==> src/rtl/psau_pkg.sv <==
// ----------------------------------------------------------------------------
// Pointer smoother package
// Widths, reset values, register indexes and the command and status words
// shared by the pointer smoother modules.
// ----------------------------------------------------------------------------
package psau_pkg;

  localparam int FIN_W = 12;
  localparam int SCR_W = 14;
  localparam int POS_W = 16;
  localparam int TGT_W = 14;
  localparam int SUM_W = 22;
  localparam int DVD_W = 31;
  localparam int DVS_W = 17;
  localparam int QUO_W = 15;
  localparam int NUM_AX = 2;
  localparam int AX_X = 0;
  localparam int AX_Y = 1;

  localparam int CFG_IDX_W = 1;
  localparam logic [CFG_IDX_W-1:0] REG_WIDTH = 1'b0;
  localparam logic [CFG_IDX_W-1:0] REG_HEIGHT = 1'b1;

  localparam logic [SCR_W-1:0] WIDTH_RESET = 14'd1920;
  localparam logic [SCR_W-1:0] HEIGHT_RESET = 14'd1080;
  localparam int DAMP_DIV = 100;

  // The damping division by 100 is a multiply by 2**28/100 rounded up, a scaled
  // reciprocal, exact for every magnitude that the damping sum can reach.
  localparam int DAMP_SHIFT = 28;
  localparam logic [SUM_W-1:0] DAMP_RECIP = 22'd2684355;

  typedef struct packed {
    logic capture;
    logic load;
    logic damp;
    logic div_start;
    logic update;
    logic mul;
    logic out_load;
  } cmd_t;

  typedef struct packed {
    logic usable;
    logic div_done;
    logic span_ok;
  } stat_t;

  // Scaled target: X by 9/4 and Y by 15/8, truncated.
  function automatic logic [TGT_W-1:0] target_of(input int lane,
                                                 input logic [FIN_W-1:0] f);
    logic [FIN_W+3:0] m;
    logic [FIN_W+3:0] fe;
    fe = {4'b0000, f};
    if (lane == AX_X) begin
      m = ((fe << 3) + fe) >> 2;
    end else begin
      m = ((fe << 4) - fe) >> 3;
    end
    return m[TGT_W-1:0];
  endfunction

endpackage

==> src/rtl/psau_if.sv <==
// ----------------------------------------------------------------------------
// Pointer smoother channels
// Valid/ready channels for the fingertip sample and the cursor result.
// ----------------------------------------------------------------------------
interface psau_in_if;
  import psau_pkg::*;
  logic valid;
  logic ready;
  logic [FIN_W-1:0] finger_x;
  logic [FIN_W-1:0] finger_y;
  modport source (output valid, output finger_x, output finger_y, input ready);
  modport sink (input valid, input finger_x, input finger_y, output ready);
endinterface

interface psau_out_if;
  import psau_pkg::*;
  logic valid;
  logic ready;
  logic [SCR_W-1:0] cursor_x;
  logic [SCR_W-1:0] cursor_y;
  modport source (output valid, output cursor_x, output cursor_y, input ready);
  modport sink (input valid, input cursor_x, input cursor_y, output ready);
endinterface

==> src/rtl/pointer_smoother_autorange_unit.sv <==
// ----------------------------------------------------------------------------
// Pointer smoother with autorange
// Damped cursor follower that learns the fingertip range and maps it to the
// screen.
// ----------------------------------------------------------------------------
// A sample with a zero coordinate is taken while idle and gives no word.
// A usable sample that gives a word runs through these steps before the
// next sample can be taken: the damping sum, the reciprocal multiply that
// divides it by 100, the state update and the scaling multiply, the start
// of the per-axis 15-step normalization divider, the wait until it reports
// done, the load of the output register and the return to idle, both axes
// in parallel. When a span is still empty the sample ends after the scaling
// multiply and goes back to idle with no word. The result sits in an output
// register, so a new sample is taken while the last word waits; the block
// stalls only when a second result is ready before the first was taken.
// ----------------------------------------------------------------------------
module pointer_smoother_autorange_unit (
  input  logic                           clk,
  input  logic                           rst,
  psau_in_if.sink                        in_ch,
  psau_out_if.source                     out_ch,
  input  logic                           cfg_we,
  input  logic [psau_pkg::CFG_IDX_W-1:0] cfg_index,
  input  logic [psau_pkg::SCR_W-1:0]     cfg_data
);
  import psau_pkg::*;

  cmd_t  cmd;
  stat_t stat;

  psau_ctrl u_ctrl (
    .clk       (clk),
    .rst       (rst),
    .in_valid  (in_ch.valid),
    .in_ready  (in_ch.ready),
    .out_valid (out_ch.valid),
    .out_ready (out_ch.ready),
    .stat      (stat),
    .cmd       (cmd)
  );

  psau_dp u_dp (
    .clk       (clk),
    .rst       (rst),
    .cfg_we    (cfg_we),
    .cfg_index (cfg_index),
    .cfg_data  (cfg_data),
    .finger_x  (in_ch.finger_x),
    .finger_y  (in_ch.finger_y),
    .cursor_x  (out_ch.cursor_x),
    .cursor_y  (out_ch.cursor_y),
    .cmd       (cmd),
    .stat      (stat)
  );

endmodule

==> src/rtl/psau_div.sv <==
// ----------------------------------------------------------------------------
// Pointer smoother divider
// Restoring unsigned divider, one quotient bit per cycle. The caller keeps
// the quotient below 2**QUO_W, so only QUO_W steps are run.
// ----------------------------------------------------------------------------
module psau_div #(
  parameter int DVD_W = psau_pkg::DVD_W,
  parameter int DVS_W = psau_pkg::DVS_W,
  parameter int QUO_W = psau_pkg::QUO_W
) (
  input  logic             clk,
  input  logic             rst,
  input  logic             start,
  input  logic [DVD_W-1:0] dividend,
  input  logic [DVS_W-1:0] divisor,
  output logic [QUO_W-1:0] quotient,
  output logic             done
);
  localparam int CNT_W = $clog2(QUO_W);
  localparam logic [CNT_W-1:0] LAST = CNT_W'(QUO_W - 1);

  logic             busy;
  logic [CNT_W-1:0] cnt;
  logic [DVS_W-1:0] rem;
  logic [DVS_W-1:0] dvs;
  logic [QUO_W-1:0] dsh;
  logic [QUO_W-1:0] quo;
  logic [DVS_W:0]   trial;
  logic [DVS_W:0]   diff;
  logic             fits;

  assign trial = {rem, dsh[QUO_W-1]};
  assign diff = trial - {1'b0, dvs};
  assign fits = trial >= {1'b0, dvs};
  assign quotient = quo;

  always_ff @(posedge clk) begin
    if (rst) begin
      busy <= 1'b0;
      done <= 1'b0;
      cnt <= '0;
    end else begin
      done <= busy && (cnt == LAST);
      if (start) begin
        busy <= 1'b1;
        cnt <= '0;
      end else if (busy) begin
        cnt <= cnt + 1'b1;
        if (cnt == LAST) begin
          busy <= 1'b0;
        end
      end
    end
  end

  always_ff @(posedge clk) begin
    if (start) begin
      rem <= DVS_W'(dividend[DVD_W-1:QUO_W]);
      dsh <= dividend[QUO_W-1:0];
      dvs <= divisor;
      quo <= '0;
    end else if (busy) begin
      rem <= fits ? diff[DVS_W-1:0] : trial[DVS_W-1:0];
      dsh <= {dsh[QUO_W-2:0], 1'b0};
      quo <= {quo[QUO_W-2:0], fits};
    end
  end

endmodule

==> src/rtl/psau_ctrl.sv <==
// ----------------------------------------------------------------------------
// Pointer smoother controller
// Sequences one sample through damping, tracking and normalization, and
// owns the handshakes of both channels.
// ----------------------------------------------------------------------------
module psau_ctrl (
  input  logic            clk,
  input  logic            rst,
  input  logic            in_valid,
  output logic            in_ready,
  output logic            out_valid,
  input  logic            out_ready,
  input  psau_pkg::stat_t stat,
  output psau_pkg::cmd_t  cmd
);
  import psau_pkg::*;

  localparam logic [2:0] S_IDLE   = 3'd0;
  localparam logic [2:0] S_LOAD   = 3'd1;
  localparam logic [2:0] S_DAMP   = 3'd2;
  localparam logic [2:0] S_UPDATE = 3'd3;
  localparam logic [2:0] S_MUL    = 3'd4;
  localparam logic [2:0] S_NSTART = 3'd5;
  localparam logic [2:0] S_NWAIT  = 3'd6;
  localparam logic [2:0] S_OUT    = 3'd7;

  logic [2:0] state;
  logic [2:0] state_next;

  always_comb begin
    state_next = state;
    cmd = '0;
    in_ready = 1'b0;
    case (state)
      S_IDLE: begin
        in_ready = 1'b1;
        if (in_valid && stat.usable) begin
          cmd.capture = 1'b1;
          state_next = S_LOAD;
        end
      end
      S_LOAD: begin
        cmd.load = 1'b1;
        state_next = S_DAMP;
      end
      S_DAMP: begin
        cmd.damp = 1'b1;
        state_next = S_UPDATE;
      end
      S_UPDATE: begin
        cmd.update = 1'b1;
        state_next = S_MUL;
      end
      S_MUL: begin
        cmd.mul = 1'b1;
        state_next = stat.span_ok ? S_NSTART : S_IDLE;
      end
      S_NSTART: begin
        cmd.div_start = 1'b1;
        state_next = S_NWAIT;
      end
      S_NWAIT: begin
        if (stat.div_done) begin
          state_next = S_OUT;
        end
      end
      S_OUT: begin
        if (!out_valid || out_ready) begin
          cmd.out_load = 1'b1;
          state_next = S_IDLE;
        end
      end
      default: begin
        state_next = S_IDLE;
      end
    endcase
  end

  always_ff @(posedge clk) begin
    if (rst) begin
      state <= S_IDLE;
      out_valid <= 1'b0;
    end else begin
      state <= state_next;
      if (cmd.out_load) begin
        out_valid <= 1'b1;
      end else if (out_ready) begin
        out_valid <= 1'b0;
      end
    end
  end

endmodule

==> src/rtl/psau_dp.sv <==
// ----------------------------------------------------------------------------
// Pointer smoother datapath
// Screen size registers and one lane per axis: damped follower with a
// reciprocal multiply for the damping, range tracker, scaling multiplier
// and a divider for the normalization.
// ----------------------------------------------------------------------------
module psau_dp (
  input  logic                           clk,
  input  logic                           rst,
  input  logic                           cfg_we,
  input  logic [psau_pkg::CFG_IDX_W-1:0] cfg_index,
  input  logic [psau_pkg::SCR_W-1:0]     cfg_data,
  input  logic [psau_pkg::FIN_W-1:0]     finger_x,
  input  logic [psau_pkg::FIN_W-1:0]     finger_y,
  output logic [psau_pkg::SCR_W-1:0]     cursor_x,
  output logic [psau_pkg::SCR_W-1:0]     cursor_y,
  input  psau_pkg::cmd_t                 cmd,
  output psau_pkg::stat_t                stat
);
  import psau_pkg::*;

  logic [SCR_W-1:0] scr [NUM_AX];
  logic [FIN_W-1:0] fin_in [NUM_AX];
  logic [SCR_W-1:0] cur [NUM_AX];
  logic             lane_ok [NUM_AX];
  logic             lane_done [NUM_AX];

  assign fin_in[AX_X] = finger_x;
  assign fin_in[AX_Y] = finger_y;
  assign cursor_x = cur[AX_X];
  assign cursor_y = cur[AX_Y];

  assign stat.usable = (finger_x != '0) && (finger_y != '0);
  assign stat.div_done = lane_done[AX_X] && lane_done[AX_Y];
  assign stat.span_ok = lane_ok[AX_X] && lane_ok[AX_Y];

  always_ff @(posedge clk) begin
    if (rst) begin
      scr[AX_X] <= WIDTH_RESET;
      scr[AX_Y] <= HEIGHT_RESET;
    end else if (cfg_we) begin
      case (cfg_index)
        REG_WIDTH: scr[AX_X] <= cfg_data;
        REG_HEIGHT: scr[AX_Y] <= cfg_data;
        default: ;
      endcase
    end
  end

  for (genvar g = 0; g < NUM_AX; g++) begin : g_ax
    localparam logic [POS_W-1:0] MIN_RESET =
      (g == AX_X) ? POS_W'(WIDTH_RESET) : POS_W'(HEIGHT_RESET);

    logic [FIN_W-1:0]        fin;
    logic signed [POS_W-1:0] pos;
    logic signed [POS_W-1:0] vel;
    logic signed [POS_W-1:0] mn;
    logic signed [POS_W-1:0] mx;
    logic                    neg;
    logic [SUM_W-1:0]        mag;
    logic [2*SUM_W-1:0]      vprod;
    logic [POS_W-1:0]        vq;
    logic [DVD_W-1:0]        num;
    logic [DVS_W-1:0]        span;
    logic [TGT_W-1:0]        tgt;
    logic [POS_W:0]          diff;
    logic [SUM_W-1:0]        dext;
    logic [SUM_W-1:0]        vext;
    logic [SUM_W-1:0]        sum;
    logic signed [POS_W-1:0] vmag;
    logic signed [POS_W-1:0] vnew;
    logic signed [POS_W-1:0] pnew;
    logic [POS_W-1:0]        off;
    logic [POS_W-1:0]        spn;
    logic [SCR_W+POS_W-1:0]  prod;
    logic [QUO_W-1:0]        quo;
    logic                    dn;

    assign tgt = target_of(g, fin);
    assign diff = {{(POS_W+1-TGT_W){1'b0}}, tgt} - {pos[POS_W-1], pos};
    assign dext = {{(SUM_W-POS_W-1){diff[POS_W]}}, diff};
    assign vext = {{(SUM_W-POS_W){vel[POS_W-1]}}, vel};
    // Gain 16/100 on the distance and friction 40/100 on the velocity.
    assign sum = (dext << 4) + (vext << 5) + (vext << 3);

    assign vprod = mag * DAMP_RECIP;
    assign vmag = vq;
    assign vnew = neg ? -vmag : vmag;
    assign pnew = pos + vnew;

    assign off = pos - mn;
    assign spn = mx - mn;
    assign prod = scr[g] * off;
    assign lane_ok[g] = mx > mn;
    assign lane_done[g] = dn;

    psau_div #(
      .DVD_W (DVD_W),
      .DVS_W (DVS_W),
      .QUO_W (QUO_W)
    ) u_div (
      .clk      (clk),
      .rst      (rst),
      .start    (cmd.div_start),
      .dividend (num),
      .divisor  (span),
      .quotient (quo),
      .done     (dn)
    );

    always_ff @(posedge clk) begin
      if (rst) begin
        pos <= '0;
        vel <= '0;
        mn <= MIN_RESET;
        mx <= '0;
      end else if (cmd.update) begin
        vel <= vnew;
        pos <= pnew;
        if (pnew < mn) begin
          mn <= pnew;
        end
        if (pnew > mx) begin
          mx <= pnew;
        end
      end
    end

    always_ff @(posedge clk) begin
      if (cmd.capture) begin
        fin <= fin_in[g];
      end
      if (cmd.load) begin
        neg <= sum[SUM_W-1];
        mag <= sum[SUM_W-1] ? -sum : sum;
      end
      if (cmd.damp) begin
        vq <= vprod[DAMP_SHIFT +: POS_W];
      end
      if (cmd.mul) begin
        span <= DVS_W'(spn);
        if (g == AX_X) begin
          // Ceiling division on the mirrored axis.
          num <= DVD_W'(prod) + DVD_W'(spn) - DVD_W'(1);
        end else begin
          num <= DVD_W'(prod);
        end
      end
      if (cmd.out_load) begin
        if (g == AX_X) begin
          cur[g] <= scr[g] - SCR_W'(quo);
        end else begin
          cur[g] <= SCR_W'(quo);
        end
      end
    end
  end

endmodule

==> src/flat_wrapper.sv <==
// flat-port wrapper written by rule: the top's interface ports become plain ports
module pointer_smoother_autorange_unit_flat import psau_pkg::*;
  (clk, rst, cfg_we, cfg_index, cfg_data, in_ch_valid, in_ch_finger_x, in_ch_finger_y, in_ch_ready, out_ch_valid, out_ch_cursor_x, out_ch_cursor_y, out_ch_ready);
  psau_in_if in_ch_i ();
  psau_out_if out_ch_i ();
  input  logic clk;
  input  logic rst;
  input  logic cfg_we;
  input  logic [psau_pkg::CFG_IDX_W-1:0] cfg_index;
  input  logic [psau_pkg::SCR_W-1:0] cfg_data;
  input wire logic [$bits(in_ch_i.valid)-1:0] in_ch_valid;
  input wire logic [$bits(in_ch_i.finger_x)-1:0] in_ch_finger_x;
  input wire logic [$bits(in_ch_i.finger_y)-1:0] in_ch_finger_y;
  output wire logic [$bits(in_ch_i.ready)-1:0] in_ch_ready;
  output wire logic [$bits(out_ch_i.valid)-1:0] out_ch_valid;
  output wire logic [$bits(out_ch_i.cursor_x)-1:0] out_ch_cursor_x;
  output wire logic [$bits(out_ch_i.cursor_y)-1:0] out_ch_cursor_y;
  input wire logic [$bits(out_ch_i.ready)-1:0] out_ch_ready;
  assign in_ch_i.valid = in_ch_valid;
  assign in_ch_i.finger_x = in_ch_finger_x;
  assign in_ch_i.finger_y = in_ch_finger_y;
  assign in_ch_ready = in_ch_i.ready;
  assign out_ch_valid = out_ch_i.valid;
  assign out_ch_cursor_x = out_ch_i.cursor_x;
  assign out_ch_cursor_y = out_ch_i.cursor_y;
  assign out_ch_i.ready = out_ch_ready;
  pointer_smoother_autorange_unit u_core (.clk(clk), .rst(rst), .in_ch(in_ch_i), .out_ch(out_ch_i), .cfg_we(cfg_we), .cfg_index(cfg_index), .cfg_data(cfg_data));
endmodule
==> config.mk <==
export PLATFORM = sky130hd
export DESIGN_NAME = pointer_smoother_autorange_unit_flat
export DESIGN_NICKNAME = d
export VERILOG_FILES = /design/src/rtl/psau_pkg.sv /design/src/rtl/psau_if.sv /design/src/rtl/pointer_smoother_autorange_unit.sv /design/src/rtl/psau_div.sv /design/src/rtl/psau_ctrl.sv /design/src/rtl/psau_dp.sv /design/src/flat_wrapper.sv
export SDC_FILE = /design/constraint.sdc
export NUM_CORES = 2
export LEC_CHECK = 0
export ABC_AREA = 1
export BUFFER_PORTS_ARGS = -buffer_cell sky130_fd_sc_hd__buf_2
export CORE_UTILIZATION = 45
export CTS_CLUSTER_SIZE = 14
export DETAILED_ROUTE_END_ITERATION = 7
export PLACE_DENSITY = 0.59
export SYNTH_ARGS = -nofsm -noshare
export SYNTH_HDL_FRONTEND = slang
export SYNTH_SLANG_ARGS = --single-unit
==> constraint.sdc <==
create_clock -name clk -period 7.3 [get_ports clk]
set_clock_uncertainty 0.1 [all_clocks]
set_input_delay 1.095 -clock clk [delete_from_list [all_inputs] [get_ports clk]]
set_output_delay 1.095 -clock clk [all_outputs]
set_load 0.005 [all_outputs]
=== Word level (Yosys, flattened, before mapping) ===
Memory sizes are Yosys's and may differ from the RTL's.
Cells that the tools add are included.

* Bits in latches: 0
* Flip-flop bits (word level): 463
* Bits in writable memories: 56
* Output and inout port bits: 30
* Bits in read-only memories: 0
* Input bits: 44
* Memories kept: 2

* Mux-type cells: 51
* Multipliers: 4
* Bitwise operators: 2
* Magnitude comparators: 8
* Shift-type cells: 0
* Add/sub/neg operators: 25
* Divide/modulo/power cells: 0
* Equal/unequal tests: 12
* Reduce and logical (&&, ||, !) cells: 20

{| class="wikitable"
|+ Memory list
! memory !! depth !! bits a word !! rd ports !! clocked after memory_dff !! wr ports !! line !! source
|-
| u_core.u_dp.cur || 2 || 14 || 2 || 0 || 2 || psau_dp.sv:24 || <nowiki>logic [SCR_W-1:0] cur [NUM_AX];</nowiki>
|-
| u_core.u_dp.scr || 2 || 14 || 2 || 0 || 2 || psau_dp.sv:22 || <nowiki>logic [SCR_W-1:0] scr [NUM_AX];</nowiki>
|}

{| class="wikitable"
|+ Operators with widths
! operator !! number
|-
| multiplier 22 x 22 -> 44 bit, second input constant || 2
|-
| two-way mux 16 bit || 5
|-
| two-way mux 15 bit || 5
|-
| greater-than comparator 16 bit || 4
|-
| subtractor 16 bit || 4
|-
| multiplier 14 x 16 -> 30 bit || 2
|-
| adder 21 x 21 -> 22 bit || 2
|-
| adder 22 bit || 2
|-
| negation 22 bit || 2
|-
| two-way mux 21 bit || 2
|-
| >= comparator 18 x 16 -> 1 bit || 2
|-
| two-way mux 17 bit || 2
|-
| subtractor 17 x 16 -> 17 bit || 2
|-
| adder 16 bit || 2
|-
| less-than comparator 16 bit || 2
|-
| negation 16 bit || 2
|-
| adder 30 x 16 -> 31 bit || 1
|-
| subtractor 31 x 1 -> 31 bit, second input constant || 1
|-
| two-way mux 1 bit || 30
|-
| two-way mux 14 bit || 2
|-
| case mux 3 bit (8 select lines) || 1
|-
| nonzero test 12 bit || 2
|-
| subtractor 14 x 16 -> 17 bit || 1
|-
| subtractor 15 x 16 -> 17 bit || 1
|-
| other kinds (20) || 41
|}

=== Logic depth before layout (Yosys ltp) ===
* Word-level depth: 6
* Mapped depth: 35
* Depth with buffers taken out: 35

=== Modules after synthesis ===
Synthesis repeated with hierarchy kept, for this count alone.

* Cell total of the unflattened synthesis: 7,965
* Area, all modules: 65,720.5 µm²

{| class="wikitable"
|+ By module, submodules not included
! module !! times used !! seq. area each (µm²) !! cells each !! area an instance (µm²)
|-
| psau_dp || 1 || 9,919.5 || 6,907 || 57,254.9
|-
| psau_div || 2 || 1,881.8 || 500 || 4,053.9
|-
| psau_ctrl || 1 || 80.1 || 58 || 357.8
|}

=== Least setup slack after synthesis ===
No wires, ideal clock.

* Path kind: register to register
* From: register u_core.u_dp.g_ax[0].pos[0]
* To: register u_core.u_dp.g_ax[0].num[26], data pin
* Period minus slack after synthesis: 6.812 ns
* Setup time: 0.265 ns
* Cell stages (with the launch flop): 33
* Arrival time: 6.447 ns
* Path buffers: 1
* Path slack: 0.488 ns
* Cells stage by stage: dfxtp_1 -> inv_1 -> ha_1 -> inv_1 -> fa_1 -> nand3_1 -> nand2_1 -> a21oi_1 -> o21ai_1 -> or2_1 -> nand2_1 -> inv_1 -> clkbuf_1 -> nand2_1 -> fa_1 -> fa_1 -> inv_1 -> fa_1 -> inv_1 -> fa_1 -> inv_1 -> fa_1 -> inv_1 -> fa_1 -> inv_1 -> ha_1 -> a21o_1 -> o21bai_1 -> nand2_1 -> nand3_1 -> a21oi_1 -> o21ai_0 -> xor2_1

* Word-level cells in the longest chain between the ends: 4

{| class="wikitable"
|+ Ends and longest elaborated chain
! item !! line !! source
|-
| start, declared || psau_dp.sv:55 || <nowiki>logic signed [POS_W-1:0] pos;</nowiki>
|-
| start signal, assigned || psau_dp.sv:119 || <nowiki>pos <= pnew;</nowiki>
|-
| subtractor 16 bit || psau_dp.sv:91 || <nowiki>assign off = pos - mn;</nowiki>
|-
| multiplier 14 x 16 -> 30 bit || psau_dp.sv:93 || <nowiki>assign prod = scr[g] * off;</nowiki>
|-
| adder 30 x 16 -> 31 bit || psau_dp.sv:144 || <nowiki>num <= DVD_W'(prod) + DVD_W'(spn) - DVD_W'(1);</nowiki>
|-
| subtractor 31 x 1 -> 31 bit || psau_dp.sv:144 ||
|-
| end signal, assigned || psau_dp.sv:144 ||
|-
| end signal, assigned || psau_dp.sv:146 || <nowiki>num <= DVD_W'(prod);</nowiki>
|-
| end, declared || psau_dp.sv:63 || <nowiki>logic [DVD_W-1:0] num;</nowiki>
|}

No other way between the ends.
A chain may end at the register's enable or synchronous reset.

=== Worst setup path after layout ===
* From: register u_core.u_dp.g_ax[0].pos[0]
* To: register u_core.u_dp.g_ax[0].num[28], data pin

Same word-level chain as after synthesis.

==> reports/metrics.yaml <==
status: "finished clean"
synth_area_um2: 64360
finalHoldViolations: 0
worstPathArrival_ns: 7.31
synth-edff-count: 339
num-nets-final: 9467
synth_top_area_share: 0.2171
gr-total-overflow: 0
clk_latency_ns: 0.68
dp_slack_ns: -0.01593
post-route-period-util: 0.9632
drt_first_pass_iters: 6
yosys-top-cells-area: "fa_1 (22%), ha_1 (18%), edfxtp_1 (16%), inv_1 (9.0%), nand2_1 (8.0%)"
std_cell_rows: 138
wl_mm: 172.5
largest_register_ffs: 61
coreArea_um2: 141800
dpl_cell_area_um2: 67370
drv_cap: 0
yosys_warnings: 0
fin_ws_ns: 0.2684
max_slew_margin: 0.2068
critical_path.max_stage_delay_ns: 0.53
critical_path_buf_inv_count: 6
cts.sinks: 513
post-route-min-period_ns: 7.032
syn_inst: 7687
layout.cells.non_filler: 9748
cts_tree: "done"
initial_utilization: 0.4540
cts_max_path_buffers: 3
yosysSeqAreaShare: 0.2123
async_flop_share: 0
vias: 50450
tns_ns: 0
grt_pass1_wl_mm: 278.3
syn_nets: 9349
dp_hpwl_mm: 145.8
drt_iter0_markers: 3016
clk_pin_slew_ns: 0.08
slowest_stage: "fa_1"
layout-drive-gt1-share: 0.05486
grt_pass1_vias: 51380
grt_antenna_before_repair: 1
crit_top_cell: "fa_1"
drt-vias-per-instance: 5.175
yosys.cell_types.count: 60
cts_hold_buf: 0
reg.largest.list: "u_core.u_dp.g_ax.num: 61 flops, u_core.u_dp.g_ax.mag: 38 flops, u_core.u_dp.g_ax.u_div.rem: 34 flops"
fmax_ghz: 0.1422
dp_cells: 9625
regMostFlops: "u_core.u_dp.g_ax.num"
track_usage: 0.2409
post-route-drc-count: 0
clockRootBuffer: "clkbuf_16"
hp-class: "reg2reg"
htree_levels: 2
routabilityCongestion: 0.9427
required_ns: 7.58
drv_slew: 0
grt_max_degree: 90
synth.avg_cell_area_um2: 8.373
ios: 74
wire_per_inst_um: 17.70
critPathLaunchType: "register"
critPathTopFamily: "adder cells"
antenna_left: 0
cp_max_fo: 6
die_x_um: 380.2
ys_ff_latch: 513
port_buffers: 73
dieHeight_um: 380.2
rsz0062_at_grt: "yes"
synthFlopType: "edfxtp_1"
area_growth_pct: 8.515
fin_area_um2: 69840
tightestPinTransition_ns: 1.182
rrSetupSlack_ns: 0.27
finalSetupViolCount: 0
critPathKind: "reg2reg"
die_area_um2: 144500
cts_made_buffers: 60
cp-end-kind: "register"
yosys.area.top_type: "fa_1"
## repair_timing
item	in CTS	in global routing
endpoints found under the setup margin	4	33
pin swaps	0	15
setup buffers	0	8
gates resized for setup	3	94
## layer usage
| layer | routed length (µm) | GRT usage |
|---|---|---|
| met5 | 13 | 0 |
| met4 | 4865 | 0.06803 |
| met3 | 7582 | 0.01967 |
| met2 | 80430 | 0.4033 |
| met1 | 79650 | 0.3333 |
## Yosys cell counts (all sizes together) (2+ instances only)
cell type / n
o31a: 2
inv: 1563
o2111ai: 5
and3: 4
dfxtp: 174
nand2b: 2
nor2: 620
nor3: 50
nand3: 368
o211ai: 12
fa: 698
a21oi: 465
clkinv: 2
o21ai: 322
xnor2: 87
or2: 48
clkbuf: 93
a21boi: 18
edfxtp: 339
nand3b: 33
a21o: 55
nand2: 1376
a22o: 2
o21bai: 24
xor2: 181
and2: 7
o21a: 13
o221ai: 6
nand4: 62
a211oi: 10
a41oi: 2
a31oi: 29
nor4: 16
buf: 34
ha: 920
o31ai: 9
a22oi: 26
a221oi: 6
## cell type report
type                    count  area [µm²]
repair buffers            183        1207
well taps                1890        2365
fillers                 13630       71920
flip-flops and latches    513       13660
multi-input cells        5482       44690
clock buffers              80        1639
diodes                      1       2.502
inverters                1565        5878
clock inverters            34       399.1
## kinds of logic after synthesis
kind of cell	synth area share
and+or+nand+nor	0.1677
buffers and inverters	0.09967
adders and majority gates	0.3959
AOI/OAI and AO/OA	0.08742
DFF	0.2123
xor gates and xnor gates	0.03694
## through the flow
step / hold WS, ns / utilization
2_1_floorplan: 0.3003 / -
3_3_place_gp: 0.3025 / 0.4752
3_5_place_dp: 0.3045 / 0.4752
4_1_cts: 0.3183 / 0.4897
5_1_grt: 0.3217 / 0.4927
6_report: 0.3150 / 0.4927
## placed cells by master (no fill, tap or decap), types with 13 or more instances in the layout
cell type  count
xnor2_1       85
a21boi_0      14
o21ai_1       43
a21o_1        55
nand4_1       62
o21a_1        13
nor2_1       604
a31oi_1       29
buf_4        108
inv_1       1545
ha_1         914
buf_2         73
or2_2         23
a21oi_1      441
or2_1         20
clkbuf_16     61
nor3_1        45
inv_2         17
edfxtp_1     339
dfxtp_1      174
xor2_1       175
o21bai_1      23
nand2_1     1353
nand3_1      359
a22oi_1       26
nand3b_1      33
o21ai_0      272
clkbuf_1      14
fa_1         697
nand2_2       20
a21oi_2       23
## final timing paths
check | to | cells after the start | from
setup / recovery | u_core.u_dp.g_ax[0].num[28] | 26 | u_core.u_dp.g_ax[0].pos[0]
hold / removal | u_core.u_dp.g_ax[0].u_div.dvs[0] | 0 | u_core.u_dp.g_ax[0].span[0]
setup reg to reg | u_core.u_dp.g_ax[0].num[28] | 26 | u_core.u_dp.g_ax[0].pos[0]
hold reg to reg | u_core.u_dp.g_ax[0].u_div.dvs[0] | 0 | u_core.u_dp.g_ax[0].span[0]
## worst reg2reg max path: stages, from the launching register on
cell,delay [ns]
dfxtp_1,0.32
inv_1,0.05
ha_1,0.13
inv_1,0.06
fa_1,0.40
nand3_1,0.12
nand2_2,0.12
a21oi_4,0.20
o21ai_0,0.13
xor2_1,0.19
buf_6,0.14
buf_4,0.16
or2_2,0.29
fa_1,0.52
inv_1,0.07
fa_1,0.53
fa_1,0.45
fa_1,0.52
fa_1,0.51
ha_1,0.34
ha_1,0.32
a21oi_1,0.19
o21ai_0,0.14
a221oi_1,0.32
buf_4,0.17
o211ai_1,0.10
xor2_1,0.16
Power is left out: the tool's default activity adds up to more than one toggle a clock period on the data nets, which glitch-free logic cannot reach.
